**src/rtl/core/bls_pkg.sv**
```systemverilog
// ============================================================================
// bls_pkg: shared types and constants for the bounded LIFO stack
// Operation and status codes, sequencer states and default sizes.
// ============================================================================
package bls_pkg;

    localparam int DEPTH_DEFAULT = 16;
    localparam int DEPTH_MAX     = 64;
    localparam int DATA_W        = 32;
    localparam int CAP_W         = 7;
    localparam int FUNC_W        = 2;
    localparam int STATUS_W      = 2;

    localparam logic [CAP_W-1:0] CAPACITY_RESET = CAP_W'(16);

    localparam logic [FUNC_W-1:0] FUNC_PUSH = 2'd0;
    localparam logic [FUNC_W-1:0] FUNC_POP  = 2'd1;
    localparam logic [FUNC_W-1:0] FUNC_PEEK = 2'd2;
    localparam logic [FUNC_W-1:0] FUNC_DUMP = 2'd3;

    localparam logic [STATUS_W-1:0] STATUS_OK       = 2'd0;
    localparam logic [STATUS_W-1:0] STATUS_OVERFLOW = 2'd1;
    localparam logic [STATUS_W-1:0] STATUS_EMPTY    = 2'd2;

    typedef enum logic [1:0] {
        ST_IDLE,
        ST_EMIT,
        ST_DUMP
    } state_t;

endpackage

```
**src/rtl/core/bounded_lifo_stack_top.sv**
```systemverilog
// ============================================================================
// bounded_lifo_stack_top: bounded last-in-first-out stack
// Push, pop, peek and dump over a DEPTH-entry store with a configurable limit.
// ============================================================================
//
//  Channel   Ports                                          Flow control
//  --------  ---------------------------------------------  ------------------
//  request   start, busy, func, push_value                  start && !busy
//  result    result_valid, result_value, status, last       strobe, no stall
//  config    cfg_we, cfg_wdata                              write on cfg_we
//
//  Push, and any request that fails, gives its result in the cycle after the
//  transfer. Pop and peek pass through the registered store read and then
//  the result register. Dump gives one entry per cycle through the single
//  store read port. busy is high while a pop, peek or dump is in progress.
//  Reset empties the stack, sets the limit to min(16, DEPTH), keeps the store.
//  Results are strobed for one cycle and cannot be held off.
//
module bounded_lifo_stack_top #(
    parameter int DEPTH = bls_pkg::DEPTH_DEFAULT
) (
    input  logic                              clk,
    input  logic                              rst_n,
    input  logic                              start,
    output logic                              busy,
    input  logic [bls_pkg::FUNC_W-1:0]        func,
    input  logic signed [bls_pkg::DATA_W-1:0] push_value,
    input  logic                              cfg_we,
    input  logic [bls_pkg::CAP_W-1:0]         cfg_wdata,
    output logic                              result_valid,
    output logic signed [bls_pkg::DATA_W-1:0] result_value,
    output logic [bls_pkg::STATUS_W-1:0]      status,
    output logic                              last
);

    localparam int AW = (DEPTH > 1) ? $clog2(DEPTH) : 1;
    localparam int FW = $clog2(DEPTH + 1);
    localparam logic [bls_pkg::CAP_W-1:0] DEPTH_CAP = bls_pkg::CAP_W'(DEPTH);

    logic [bls_pkg::DATA_W-1:0] mem [DEPTH];

    bls_pkg::state_t             state_reg, state_next;
    logic [bls_pkg::FUNC_W-1:0]  func_reg, func_next;
    logic [FW-1:0]               fill_reg, fill_next;
    logic [FW-1:0]               cnt_reg, cnt_next;
    logic [bls_pkg::CAP_W-1:0]   capacity_reg;
    logic [bls_pkg::DATA_W-1:0]  rd_data_reg;

    logic                        valid_reg, valid_next;
    logic [bls_pkg::DATA_W-1:0]  value_reg, value_next;
    logic [bls_pkg::STATUS_W-1:0] status_reg, status_next;
    logic                        last_reg, last_next;

    logic [bls_pkg::CAP_W-1:0]   limit;
    logic                        full;
    logic                        empty;
    logic                        accept;
    logic                        wr_en;
    logic [AW-1:0]               wr_addr;
    logic [AW-1:0]               rd_addr;
    logic [FW-1:0]               cnt_inc;

    assign limit   = (capacity_reg > DEPTH_CAP) ? DEPTH_CAP : capacity_reg;
    assign full    = (bls_pkg::CAP_W'(fill_reg) >= limit);
    assign empty   = (fill_reg == '0);
    assign accept  = start && (state_reg == bls_pkg::ST_IDLE);
    assign cnt_inc = cnt_reg + FW'(1);
    assign wr_addr = fill_reg[AW-1:0];

    always_comb
    begin
        state_next  = state_reg;
        func_next   = func_reg;
        fill_next   = fill_reg;
        cnt_next    = cnt_reg;
        valid_next  = 1'b0;
        value_next  = '0;
        status_next = bls_pkg::STATUS_OK;
        last_next   = 1'b0;
        wr_en       = 1'b0;
        rd_addr     = '0;

        case (state_reg)
            bls_pkg::ST_IDLE:
            begin
                rd_addr = AW'(fill_reg - FW'(1));
                if (accept)
                begin
                    func_next = func;
                    case (func)
                        bls_pkg::FUNC_PUSH:
                        begin
                            valid_next = 1'b1;
                            last_next  = 1'b1;
                            if (full)
                            begin
                                status_next = bls_pkg::STATUS_OVERFLOW;
                            end
                            else
                            begin
                                wr_en     = 1'b1;
                                fill_next = fill_reg + FW'(1);
                            end
                        end
                        bls_pkg::FUNC_POP,
                        bls_pkg::FUNC_PEEK:
                        begin
                            if (empty)
                            begin
                                valid_next  = 1'b1;
                                last_next   = 1'b1;
                                status_next = bls_pkg::STATUS_EMPTY;
                            end
                            else
                            begin
                                state_next = bls_pkg::ST_EMIT;
                            end
                        end
                        default:
                        begin
                            // dump starts from the bottom entry
                            rd_addr  = '0;
                            cnt_next = '0;
                            if (empty)
                            begin
                                valid_next  = 1'b1;
                                last_next   = 1'b1;
                                status_next = bls_pkg::STATUS_EMPTY;
                            end
                            else
                            begin
                                state_next = bls_pkg::ST_DUMP;
                            end
                        end
                    endcase
                end
            end
            bls_pkg::ST_EMIT:
            begin
                valid_next = 1'b1;
                last_next  = 1'b1;
                value_next = rd_data_reg;
                if (func_reg == bls_pkg::FUNC_POP)
                begin
                    fill_next = fill_reg - FW'(1);
                end
                state_next = bls_pkg::ST_IDLE;
            end
            bls_pkg::ST_DUMP:
            begin
                // emit the entry just read and fetch the next one
                rd_addr    = cnt_inc[AW-1:0];
                valid_next = 1'b1;
                value_next = rd_data_reg;
                cnt_next   = cnt_inc;
                if (cnt_inc == fill_reg)
                begin
                    last_next  = 1'b1;
                    state_next = bls_pkg::ST_IDLE;
                end
            end
            default:
            begin
                state_next = bls_pkg::ST_IDLE;
            end
        endcase
    end

    always_ff @(posedge clk or negedge rst_n)
    begin
        if (!rst_n)
        begin
            state_reg    <= bls_pkg::ST_IDLE;
            fill_reg     <= '0;
            cnt_reg      <= '0;
            func_reg     <= bls_pkg::FUNC_PUSH;
            capacity_reg <= bls_pkg::CAPACITY_RESET;
            valid_reg    <= 1'b0;
        end
        else
        begin
            state_reg <= state_next;
            fill_reg  <= fill_next;
            cnt_reg   <= cnt_next;
            func_reg  <= func_next;
            valid_reg <= valid_next;
            if (cfg_we)
            begin
                capacity_reg <= cfg_wdata;
            end
        end
    end

    always_ff @(posedge clk)
    begin
        value_reg  <= value_next;
        status_reg <= status_next;
        last_reg   <= last_next;
    end

    // single write port, single registered read port
    always_ff @(posedge clk)
    begin
        if (wr_en)
        begin
            mem[wr_addr] <= push_value;
        end
        rd_data_reg <= mem[rd_addr];
    end

    assign busy         = (state_reg != bls_pkg::ST_IDLE);
    assign result_valid = valid_reg;
    assign result_value = value_reg;
    assign status       = status_reg;
    assign last         = last_reg;

endmodule
```
**config.mk**
```make
export PLATFORM = sky130hd
export DESIGN_NAME = bounded_lifo_stack_top
export DESIGN_NICKNAME = d
export VERILOG_FILES = /design/src/rtl/core/bls_pkg.sv /design/src/rtl/core/bounded_lifo_stack_top.sv
export SDC_FILE = /design/constraint.sdc
export NUM_CORES = 1
export LEC_CHECK = 0
export BUFFER_PORTS_ARGS = -buffer_cell sky130_fd_sc_hd__buf_4
export CORE_MARGIN = 1
export CORE_UTILIZATION = 30
export CTS_CLUSTER_SIZE = 10
export DETAILED_ROUTE_END_ITERATION = 16
export PLACE_DENSITY = 0.46
export SLEW_MARGIN = 20
export SYNTH_ARGS = -nofsm -noshare
export SYNTH_HDL_FRONTEND = slang
export SYNTH_SLANG_ARGS = --single-unit
```
**constraint.sdc**
```tcl
create_clock -name clk -period 10.1 [get_ports clk]
set_input_delay 0.505 -clock clk [delete_from_list [all_inputs] [get_ports clk]]
set_output_delay 0.505 -clock clk [all_outputs]
set_load 0.05 [all_outputs]
```
Yosys cells after proc, flatten, opt, wreduce, memory -nomap -nowiden
Memory sizes are Yosys's and may differ from the RTL's. A register that Yosys moved wholly into a read port is not among the register bits.
Index checks and enable logic that the tools add are counted.
- memory bits (writable): 512
- memories: 1
- bits in registers: 57
- reduce and logical (&&, ||, !) cells: 14
- equality and inequality tests: 14
- muxes and demuxes: 33
- $add $sub $neg: 3
- magnitude comparators: 2
- memory list (memory ; words ; width ; read ports ; clocked after Yosys merged registers in ; wr ports ; RTL line ; text):
    mem ; 16 ; 32 ; 1 ; 1 ; 1 ; bounded_lifo_stack_top.sv:40 ; logic [bls_pkg::DATA_W-1:0] mem [DEPTH];
- operators with widths (cell ; number):
    $mux W5 ; 6
    $pmux W5 S2 ; 2
    $ne A2 B2 Y1 const B ; 7
    $mux W2 ; 6
    $mux W1 ; 11
    $add A5 B1 Y5 const B ; 2
    $mux W4 ; 2
    $pmux W2 S2 ; 2
    $pmux W4 S2 ; 1
    $ge A5 B7 Y1 ; 1
    $gt A7 B5 Y1 const B ; 1
    $mux W7 ; 1
    $eq A2 B1 Y1 const B ; 3
    $reduce_bool A2 Y1 ; 3
    $eq A5 B5 Y1 ; 1
    $logic_not A5 Y1 ; 1
    $reduce_and A5 Y1 ; 1
    $sub A5 B1 Y5 const B ; 1
    $eq A2 B2 Y1 const B ; 2
    $logic_not A2 Y1 ; 2
    $reduce_and A4 Y1 ; 1
    $reduce_or A2 Y1 ; 2
    $pmux W1 S3 ; 1
    $reduce_and A3 Y1 ; 1
    other kinds (5) ; 5

Depth between registers and ports, before layout
Gate-level depths: netlist of the first run.
- word-level depth: 9
- depth in mapped cells: 11

Least setup slack after synthesis of the first run
OpenSTA, ideal clock, no wires.
- kind: flip-flop to flip-flop
- start point: register capacity_reg[6] in the netlist's numbering
- end point: memory mem[10][0] in the netlist's numbering (enable)
- library setup time: 468 ps
- data arrival time: 4353 ps
- required time: 9632 ps
- slack: 5279 ps
- cell stages (with the launch flop): 10
- period minus slack after synthesis: 4821 ps
- path through: dfrtp_1 nor3_1 and2_1 ha_1 nand2b_1 a21o_1 a211oi_1 or2_2 nand2_1 nor3b_1
- word-level cells in the longest chain between the ends: 9
- ends and longest elaborated chain (what ; RTL line ; text):
    from (decl) ; bounded_lifo_stack_top.sv:46 ; logic [bls_pkg::CAP_W-1:0] capacity_reg;
    from (signal assigned) ; bounded_lifo_stack_top.sv:177 ; capacity_reg <= bls_pkg::CAPACITY_RESET;
    from (signal assigned) ; bounded_lifo_stack_top.sv:189 ; capacity_reg <= cfg_wdata;
    $gt A7 B5 Y1 ; bounded_lifo_stack_top.sv:63 ; assign limit = (capacity_reg > DEPTH_CAP) ? DEPTH_CAP : capacity_reg;
    $mux W7 * ; bounded_lifo_stack_top.sv:63 ;
    $ge A5 B7 Y1 * ; bounded_lifo_stack_top.sv:64 ; assign full = (bls_pkg::CAP_W'(fill_reg) >= limit);
    $mux W1 * ; bounded_lifo_stack_top.sv:95 ; if (full)
    $mux W1 * ; bounded_lifo_stack_top.sv:90 ; case (func)
    $mux W1 * ; bounded_lifo_stack_top.sv:87 ; if (accept)
    $mux W1 * ; bounded_lifo_stack_top.sv:83 ; case (state_reg)
    $mux W1 * ; bounded_lifo_stack_top.sv:204 ; if (wr_en)
    $mux W1 (implied by the code) * ; bounded_lifo_stack_top.sv:206 ; mem[wr_addr] <= push_value;
    to (decl) ; bounded_lifo_stack_top.sv:40 ;
Every way passes the cells marked *; elsewhere a longest branch is shown, timed or not.

Final worst setup path of the first run
- start point: register state_reg[1]
- end point: register rd_data_reg[30] in the netlist's numbering, read port of mem
- word-level cells in the longest chain between the ends: 4
- elaborated cells between the ends (all ways): 5
- classes of those cells: eq/ne (1); mux (2); reduce/logical (2)
- ends and longest elaborated chain (what ; RTL line ; text):
    from (decl) ; bounded_lifo_stack_top.sv:42 ; bls_pkg::state_t state_reg, state_next;
    from (signal assigned) ; bounded_lifo_stack_top.sv:173 ; state_reg <= bls_pkg::ST_IDLE;
    from (signal assigned) ; bounded_lifo_stack_top.sv:182 ; state_reg <= state_next;
    $logic_not A2 Y1 ; bounded_lifo_stack_top.sv:66, bounded_lifo_stack_top.sv:83 ;
    $logic_and A1 B1 Y1 ; bounded_lifo_stack_top.sv:66 ; assign accept = start && (state_reg == bls_pkg::ST_IDLE);
    $mux W4 ; bounded_lifo_stack_top.sv:87 ;
    $pmux W4 S2 * ; bounded_lifo_stack_top.sv:83 ;
    to (decl) ; bounded_lifo_stack_top.sv:47 ; logic [bls_pkg::DATA_W-1:0] rd_data_reg;
Marked as above.
A chain may end at the register's enable or synchronous reset.

==> results of run 1 <==
Yosys cell counts, types with 21 or more instances:
| cell | instances | area share, % |
|---|---|---|
| sky130_fd_sc_hd__a211oi_1 | 71 | 2.3 |
| sky130_fd_sc_hd__a31oi_1 | 31 | 0.83 |
| sky130_fd_sc_hd__a41o_1 | 31 | 1.3 |
| sky130_fd_sc_hd__and2_1 | 102 | 2.7 |
| sky130_fd_sc_hd__and3_1 | 40 | 1.1 |
| sky130_fd_sc_hd__buf_2 | 49 | 1.0 |
| sky130_fd_sc_hd__clkbuf_1 | 30 | 0.48 |
| sky130_fd_sc_hd__dfrtp_1 | 21 | 2.2 |
| sky130_fd_sc_hd__dfxtp_1 | 67 | 5.7 |
| sky130_fd_sc_hd__edfxtp_1 | 512 | 66 |
| sky130_fd_sc_hd__mux2_2 | 38 | 1.8 |
| sky130_fd_sc_hd__mux2i_1 | 69 | 3.0 |
| sky130_fd_sc_hd__nand2_1 | 269 | 4.3 |
| sky130_fd_sc_hd__nand3_1 | 72 | 1.5 |
| sky130_fd_sc_hd__o32ai_1 | 31 | 1.2 |
area by class of cell:
cell class / instances / area [um2] / share of cell area (%)
tap: 1040 / 1301 / 4.790
clock inverter: 9 / 63.81 / 0.2349
clock buffer: 119 / 2031 / 7.475
inverter: 10 / 37.54 / 0.1382
multi-input combinational: 868 / 5645 / 20.78
sequential: 601 / 17270 / 63.56
timing repair buffer: 104 / 820.8 / 3.021
power by group through the flow:
stage          sequential (W)  combinational, W  clock [W]
2_1_floorplan         0.00325           0.00246          0
3_3_place_gp          0.00309           0.00369          0
3_5_place_dp          0.00309           0.00372          0
4_1_cts               0.00304           0.00374    0.00241
5_1_grt               0.00306           0.00399    0.00251
6_report              0.00303           0.00364    0.00234
through the flow:
step | total power (W) | area, um2 | util, % | setup WS, ns
detailed placement | 0.006810 | 25060 | 32.41 | 6.201
global route | 0.009552 | 27170 | 35.13 | 6.038
floorplan | 0.005708 | 23380 | - | 5.279
CTS | 0.009188 | 27170 | 35.13 | 6.206
finish | 0.009015 | 27170 | 35.13 | 6.276
global placement | 0.006780 | 25060 | 32.40 | 6.332
kinds of logic (layout without fill, tap and decap cells):
family | Yosys count | after routing | synth area share (%)
AO/OA/AOI/OAI | 200 | 200 | 6.673
XOR/XNOR | 16 | 16 | 0.6315
adder cells (fa/ha/maj) | 17 | 17 | 0.9098
buffers and inverters | 104 | 242 | 2.387
flip-flops | 601 | 601 | 73.86
multiplexers | 107 | 107 | 4.784
AND/OR/NAND/NOR | 528 | 528 | 10.76
per-layer routing:
metal  vias up  track usage (%)
met1      6625            20.27
li1       6089                -
met4         0            4.372
met2       231            24.41
met5         -                0
met3        77            2.419
worst register-to-register path, stage by stage (launching register included):
cell	delay (ns)
sky130_fd_sc_hd__dfrtp_1	0.42
sky130_fd_sc_hd__inv_1	0.11
sky130_fd_sc_hd__ha_1	0.40
sky130_fd_sc_hd__a21bo_2	0.36
sky130_fd_sc_hd__o22ai_4	0.18
sky130_fd_sc_hd__buf_12	0.60
sky130_fd_sc_hd__nand2_2	0.58
sky130_fd_sc_hd__buf_4	0.42
sky130_fd_sc_hd__a211oi_1	0.28
sky130_fd_sc_hd__a221oi_1	0.07
sky130_fd_sc_hd__a211o_1	0.31
worst min path at each step:
stage / start / end / slack (ns) / cells after the start
6_report: cfg_wdata[1] / capacity_reg[1] / 0.15 / 2
5_1_grt: cfg_wdata[1] / capacity_reg[1] / 0.13 / 2
4_1_cts: cfg_wdata[1] / capacity_reg[1] / 0.11 / 2
3_5_place_dp: rst_n / state_reg[0] / 0.43 / 1
3_3_place_gp: rst_n / state_reg[0] / 0.43 / 1
2_1_floorplan: rst_n / capacity_reg[0] / 0.21 / 0
==> impl.org, run 1 <==
** Run status
- Status :: completed

** GRT
- The first global-routing pass estimated 87,130 um of wire.
- Via count of the first global-routing pass :: 13,330
- Entering global routing, the biggest net connects 162 pins.
- Across every metal layer, demand over resource in global routing totals 14.92%.
- Sum of overflow across all layers after global routing :: 0
- Initial antenna violation count :: 0

** Worst setup path
- The worst register-to-register path ends at rd_data_reg[30].
- Startpoint of the lowest-slack register-to-register path :: state_reg[1]
- STA classifies the critical path endpoint as a register.
- Largest fanout on the critical path :: 132
- The largest individual stage delay along the critical path comes from the cell sky130_fd_sc_hd__buf_12.
- Counting buffers and inverters, the worst setup path is 10 cells deep.
- WP buf/inv :: 3
- For this run, the slowest stage of the critical path takes 0.60 ns.
- The signal on the critical path passes through inv_1, ha_1, a21bo_2, o22ai_4, buf_12, nand2_2, buf_4, a211oi_1, a221oi_1, a211o_1.
- The critical path ends at rd_data_reg[30].
- For the worst setup path, the data arrival time is 4.32 ns.
- In this run the register-to-register setup slack is 6.28 ns.
- Start point of the critical path :: state_reg[1]
- Category of the critical setup timing path :: register to register
- The number of cells on the worst reg-to-reg path is 10.
- Required time at the worst-slack endpoint :: 10.59 ns
- In this design, the largest share of critical-path delay is due to compound AO/OA/AOI/OAI gates.
- The worst setup path is launched from a register.

** Clock tree
- Largest buffer count on any clock path :: 3
- Clock tree from TritonCTS :: built
- Clock-pin slew on the worst setup and hold paths :: 0.06 ns
- In this run the clock root is driven by a sky130_fd_sc_hd__clkbuf_16.
- Buffers added to address setup during post-CTS repair amount to 0.
- The number of hold buffers added after CTS was 1.
- Counting every sink on the clock net gives 601.
- H-tree depth :: 3
- TritonCTS buffer count :: 72
- Post-CTS resize count :: 0
- For the worst-skew pair, the clock arrives at the later sink with an insertion delay of 0.60 ns.

** Drt
- Highest metal used :: met4
- Across all layers, the routed design uses 13,020 vias.
- Metal-1 WL :: 27,110 um
- Length of routed met2 wiring :: 27,620 um
- Routed Antenna Nets :: 0
- Summed over all layers, the routed wires come to 57,920 um.
- Number of DRC violations after detailed-routing iteration 0 :: 794
- For this run, design rule violations remaining after detail routing come to 0.
- Wire per inst :: 21.05 um
- Using the TritonRoute via totals, the vias-per-cell ratio works out to 4.734.
- TritonRoute pass-1 iters :: 5
- Met3 wirelength from detailed routing :: 2139 um

** Yosys
- The synthesized netlist contains 58 unique library cells.
- Synth Net Count :: 1,635
- Summing the sequential cell areas from Yosys gives 73.86% of the chip area.
- Counting flops and latches in the post-synthesis netlist gives 601.
- Yosys warning total :: 0
- Number of enable-type register cells in the synthesized netlist :: 512
- Netlist Area Pre-Place :: 23,380 um2
- Mean post-synth cell area :: 14.86 um2
- Ys flop type :: sky130_fd_sc_hd__edfxtp_1
- Share of synthesized registers carrying an async set or reset :: 3.661%
- Number of instances in the synthesized netlist :: 1,573

** Floorplan
- For this configuration, the core starts out at a cell density of 30.23%.
- The die covers 79,050 um2.
- In this run the core area contains 102 standard-cell rows.
- The die is 281.2 um wide.
- Measured along the y axis, the die boundary spans 281.2 um.
- The total area inside the core boundary comes to 77,340 um2.
- Top Ports :: 82

** Power and ir drop
- IR drop worst, VDD :: 379.4 uV
- In this run switching power makes up 38.47% of total power.
- Cell internal power was estimated by the tool at 0.005547 W.
- The share of total power dissipated in the clock network is 25.9%.
- Dividing total power by cell area gives a power density of 331.8 nW/um2.
- The analysis attributes to cell leakage a power of 9.408 nW.
- Switching pwr :: 0.003468 W
- The share of total power dissipated in combinational logic is 40.4%.
- Registers are responsible for 33.6% of the overall power.

** Timing
- Hold Fails Final Rpt :: 0
- Setup-failing EPs final :: 0
- After layout, the minimum clock period comes to 3.824 ns.
- Adding up every negative setup slack in the final design gives 0 ns.
- Fin Clk Skew :: 0.02119 ns
- For the pin with the worst max-slew slack, the measured transition is 1.089 ns.
- Of the available clock period, the critical path in the final layout requires 37.87%.
- Max Clock Freq :: 261.5 MHz
- The worst pin sits at a relative slew slack of 27.41%.
- Final Max Tran Viols :: 0
- Setup repair after global routing left no endpoint under its margin.
- Across all hold checks on the routed design, the worst slack comes to 0.1531 ns.

** Final layout
- Commonest non-fill, non-tap cell in the layout :: sky130_fd_sc_hd__edfxtp_1
- For this run, the number of standard cells in the final layout without fillers is 2,751.
- Filler instances :: 7,505
- The post-route netlist has 15.02% of its cells at a drive strength greater than 1.
- Area growth syn-to-layout :: 16.20%
- The register with the most flip-flops in the layout has 512 of them.
- In the final design database the tool counted 1,719 nets.
- Most frequent cells in the layout :: sky130_fd_sc_hd__edfxtp_1, sky130_fd_sc_hd__nand2_1, sky130_fd_sc_hd__buf_4
- 0 antenna diodes ended up in the layout.

** Place
- Quantity of I/O buffers inserted on ports :: 81
- Counting tap cells, the placed design contains a total of 2,622 instances.
- Half-perimeter wire length of the detailed placement result :: 29,630 um
- The congestion estimate from routability-driven global placement came to 0.7202.

** Run
- Number of max-cap violations :: 0

** Worst hold path
- The min-delay analysis places its worst path in the category input port to register.
Note: power is estimated with default switching activity, not from simulation.
==> run 2, diff against run 1 <==
==> constraint.sdc (replaced) <==
create_clock -name clk -period 3.91 [get_ports clk]
set_input_delay 0.1955 -clock clk [delete_from_list [all_inputs] [get_ports clk]]
set_output_delay 0.1955 -clock clk [all_outputs]
set_load 0.05 [all_outputs]
==> run 2 against run 1 <==
Maximum frequency rose by 16%. Global-route usage fell by 0.061 points. Routed wire length decreased by 0.63%. First-iteration DRC count decreased by 11%. Register-to-register slack got worse by 5.7 ns. Setup slack got worse by 5.7 ns. Hold slack lost 0.11 ns. Count of clock-buffer cells in the layout increased by 5. Critical path depth unchanged. Largest cell class unchanged. Largest power group unchanged.
==> impl.org, run 2 (synthesis results as in run 1) <==
** Run status
- The flow ran to the end, and the final reports show no timing, DRC or antenna violations.

** Final layout
- The library cell used most frequently in the layout, excluding fill and tap cells, is sky130_fd_sc_hd__edfxtp_1.
- Multi-input gate area in the final layout :: 5643 um2 (about the same)
- Share of cells above drive strength 1 :: 16.69% (+1.7 points)
- The top cell types in the final layout, fill and taps aside, are sky130_fd_sc_hd__edfxtp_1, sky130_fd_sc_hd__nand2_1, sky130_fd_sc_hd__buf_4.
- Filler instances :: 7,405 (-1.3%)
- The filler-free cell count of the finished design came to 2,849 (+3.6%).
- Final design utilization :: 36.46% (+1.3 points)
- Area growth syn-to-layout :: 20.61%
- Number of nets in the layout :: 1,815 (+5.6%)
- The register cell area after layout is 17,270 um2 (unchanged).
- Number of antenna diodes :: 0 (unchanged)
- Flip-flop count of the largest register, all copies and words added :: 512 (unchanged)

** Worst setup path
- The peak fanout along the critical path came to 32 (-76%).
- Crit path launch type :: register
- Endpoint type of the worst setup path :: register
- Worst endpoint data arrival time :: 3.56 ns (-0.76 ns)
- Worst R2R Path Depth :: 10 (unchanged)
- The worst setup path is of the register to register kind.
- The data required time of the worst path was 4.18 ns (-6.41 ns).
- Register-to-register path setup slack :: 0.62 ns (-5.66 ns)
- Startpoint of the lowest-slack register-to-register path :: capacity_reg[6]
- In this run the critical register-to-register path is captured at mem[10][10].

** Timing
- Min Tclk post-route :: 3.290 ns (-0.5341 ns)
- The relative max-transition margin is 42.11% (+15 points).
- Setup repair after global routing missed its margin :: false
- Final period util :: 84.15% (+46 points)
- The maximum operating frequency came to 303.9 MHz (+16%).
- The actual slew at the worst max-slew pin came to 0.8684 ns (-0.2205 ns).
- The final count of negative-setup-slack endpoints came to 0 (unchanged).
- The post-route worst setup slack was 0.6197 ns (-5.656 ns).
- Final Max Tran Viols :: 0 (unchanged)
- Worst hold slack across all endpoints :: 0.03969 ns (-0.1134 ns)
- Hold Fails Final Rpt :: 0 (unchanged)
- Fin Clk Skew :: 0.02108 ns (-0.0001180 ns)

** Clock tree
- CTS sink count :: 601 (unchanged)
- H-tree depth :: 3 (unchanged)
- The maximum buffer depth of the clock tree came to 3 (unchanged).
- Cts-stage hold buffer count :: 51 (+50)
- The number of setup buffers added after CTS was 0 (unchanged).
- The root buffer cell chosen for the clock tree is sky130_fd_sc_hd__clkbuf_16.
- The clock insertion delay at the later pin of the skew report came to 0.60 ns (about the same).
- Clock-pin slew on the worst setup and hold paths :: 0.06 ns (about the same)
- The total CTS buffers is 71 (-1.4%).
- Post-CTS resize count :: 0 (unchanged)
- TritonCTS built the clock tree.

** Floorplan
- Die extent in y :: 281.2 um (unchanged)
- The number of placed I/O pins came to 82 (unchanged).
- Standard cell core area :: 77,340 um2 (unchanged)
- Count of standard-cell rows :: 102 (unchanged)
- The floorplan die area came to 79,050 um2 (unchanged).
- DIE WIDTH :: 281.2 um (unchanged)
- The starting utilization of the core area is 30.23% (unchanged).

** Place
- Gpl congestion :: 0.7528 (+4.5%)
- Worst setup slack after placement :: 0.6174 ns (-5.583 ns)
- The number of cells after detailed placement was 2,669 (+1.8%).
- The detailed-placement wirelength estimate was 34,930 um (+18%).
- Quantity of I/O buffers inserted on ports :: 81 (unchanged)

** Power and ir drop
- Overall Power :: 0.02426 W (+170%)
- The reported leakage power is 9.905 nW (+5.3%).
- The cell-internal power came to 0.01501 W (+170%).
- The switching part of the total came to 38.12% (-0.35 points).
- Clock share of power :: 24.9% (-1.0 points)
- Share of total power in combinational logic :: 42.9% (+2.5 points)
- Share of power burned in registers :: 32.2% (-1.4 points)
- The cell area power density is 860.2 nW/um2 (+160%).
- The power dissipated by switching net loads is 0.009246 W (+170%).
- The largest vdd supply drop came to 567.4 uV (+50%).

** Drt
- The vias after detailed routing was 13,290 (+2.1%).
- The number of design-rule violations left by the first detailed-router iteration came to 704 (-11%).
- The average wire per standard cell is 20.20 um (-4.0%).
- TritonRoute pass-1 iters :: 5 (unchanged)
- The number of vias per cell after detailed routing is 4.665 (-1.4%).
- WL final :: 57,560 um (-0.63%)
- The post-route antenna net violation count is 0 (unchanged).
- The remaining routing DRC violations was 0 (unchanged).

** GRT
- The number of global-route vias before repair was 13,510 (+1.4%).
- The global-route total usage across every layer came to 14.85% (-0.061 points).
- Sum of overflow across all layers after global routing :: 0 (unchanged)
- The wire length of the first global-routing pass came to 87,270 um (+0.16%).
- Initial antenna violation count :: 0 (unchanged)
- The largest net degree at the start of global routing came to 58 (-64%).

** Worst hold path
- Hold crit path type :: input port to asynchronous set/reset pin

** Run
- Number of max-cap violations :: 0 (unchanged)
## run 2: cell types whose count changed in the layout (fill, tap and decap cells not counted), sizes merged
cell and change:
buf +47, inv -1, clkinv -2, clkbuf +5
dlygate4sd3 +50, clkinvlp -1
## run 2: final cells by class
cell class / count / area share [%]
inverters: 10 / 0.1331
clock inverters: 5 / 0.1819
flip-flops and latches: 601 / 61.23
multi-input cells: 868 / 20.01
clock buffers: 124 / 7.268
repair buffers: 201 / 6.558
well taps: 1040 / 4.614
## run 2: worst max-delay path by stage
stage | from | endpoint | slack, ns | cells after the start
after detailed placement | capacity_reg[6] | mem[4][16] | 0.62 | 10
after CTS | capacity_reg[6] | mem[4][14] | 0.59 | 10
final | capacity_reg[6] | mem[10][10] | 0.62 | 10
after global placement | capacity_reg[6] | mem[4][12] | 0.59 | 10
after floorplan | capacity_reg[6] | mem[10][0] | -0.91 | 9
after global routing | capacity_reg[6] | mem[6][13] | 0.33 | 10
## run 2: through the flow
stage                     cell area, um2  setup TNS, ns
final                              28200              0
after global routing               28200              0
after CTS                          28200              0
after detailed placement           25590              0
after global placement             25590              0
after floorplan                    23380        -106.03
## run 2: worst max-delay path: stages (launching register included)
cell	delay (ns)
sky130_fd_sc_hd__dfrtp_1	0.38
sky130_fd_sc_hd__nor3_1	0.41
sky130_fd_sc_hd__and2_1	0.21
sky130_fd_sc_hd__ha_1	0.22
sky130_fd_sc_hd__nand2b_1	0.14
sky130_fd_sc_hd__a21o_1	0.19
sky130_fd_sc_hd__a211oi_1	0.36
sky130_fd_sc_hd__or2_2	0.26
sky130_fd_sc_hd__nand2_1	0.19
sky130_fd_sc_hd__nor3b_2	0.29
sky130_fd_sc_hd__buf_12	0.27
## run 2: power by group through the flow
stage	sequential, W	combinational (W)	clock [W]
3_5_place_dp	0.00795	0.0106	0
3_3_place_gp	0.00796	0.0105	0
6_report	0.00781	0.0104	0.00604
5_1_grt	0.00786	0.0114	0.00650
4_1_cts	0.00782	0.0107	0.00626
2_1_floorplan	0.00840	0.00635	0
## run 2: per-layer routing
metal | share of wire [%] | GRT usage [%] | up-vias
li1 | - | - | 6297
met1 | 46 | 19.69 | 6679
met2 | 49 | 24.65 | 227
met3 | 3.9 | 2.511 | 88
met4 | 2.0 | 4.722 | 0
met5 | 0 | 0 | -
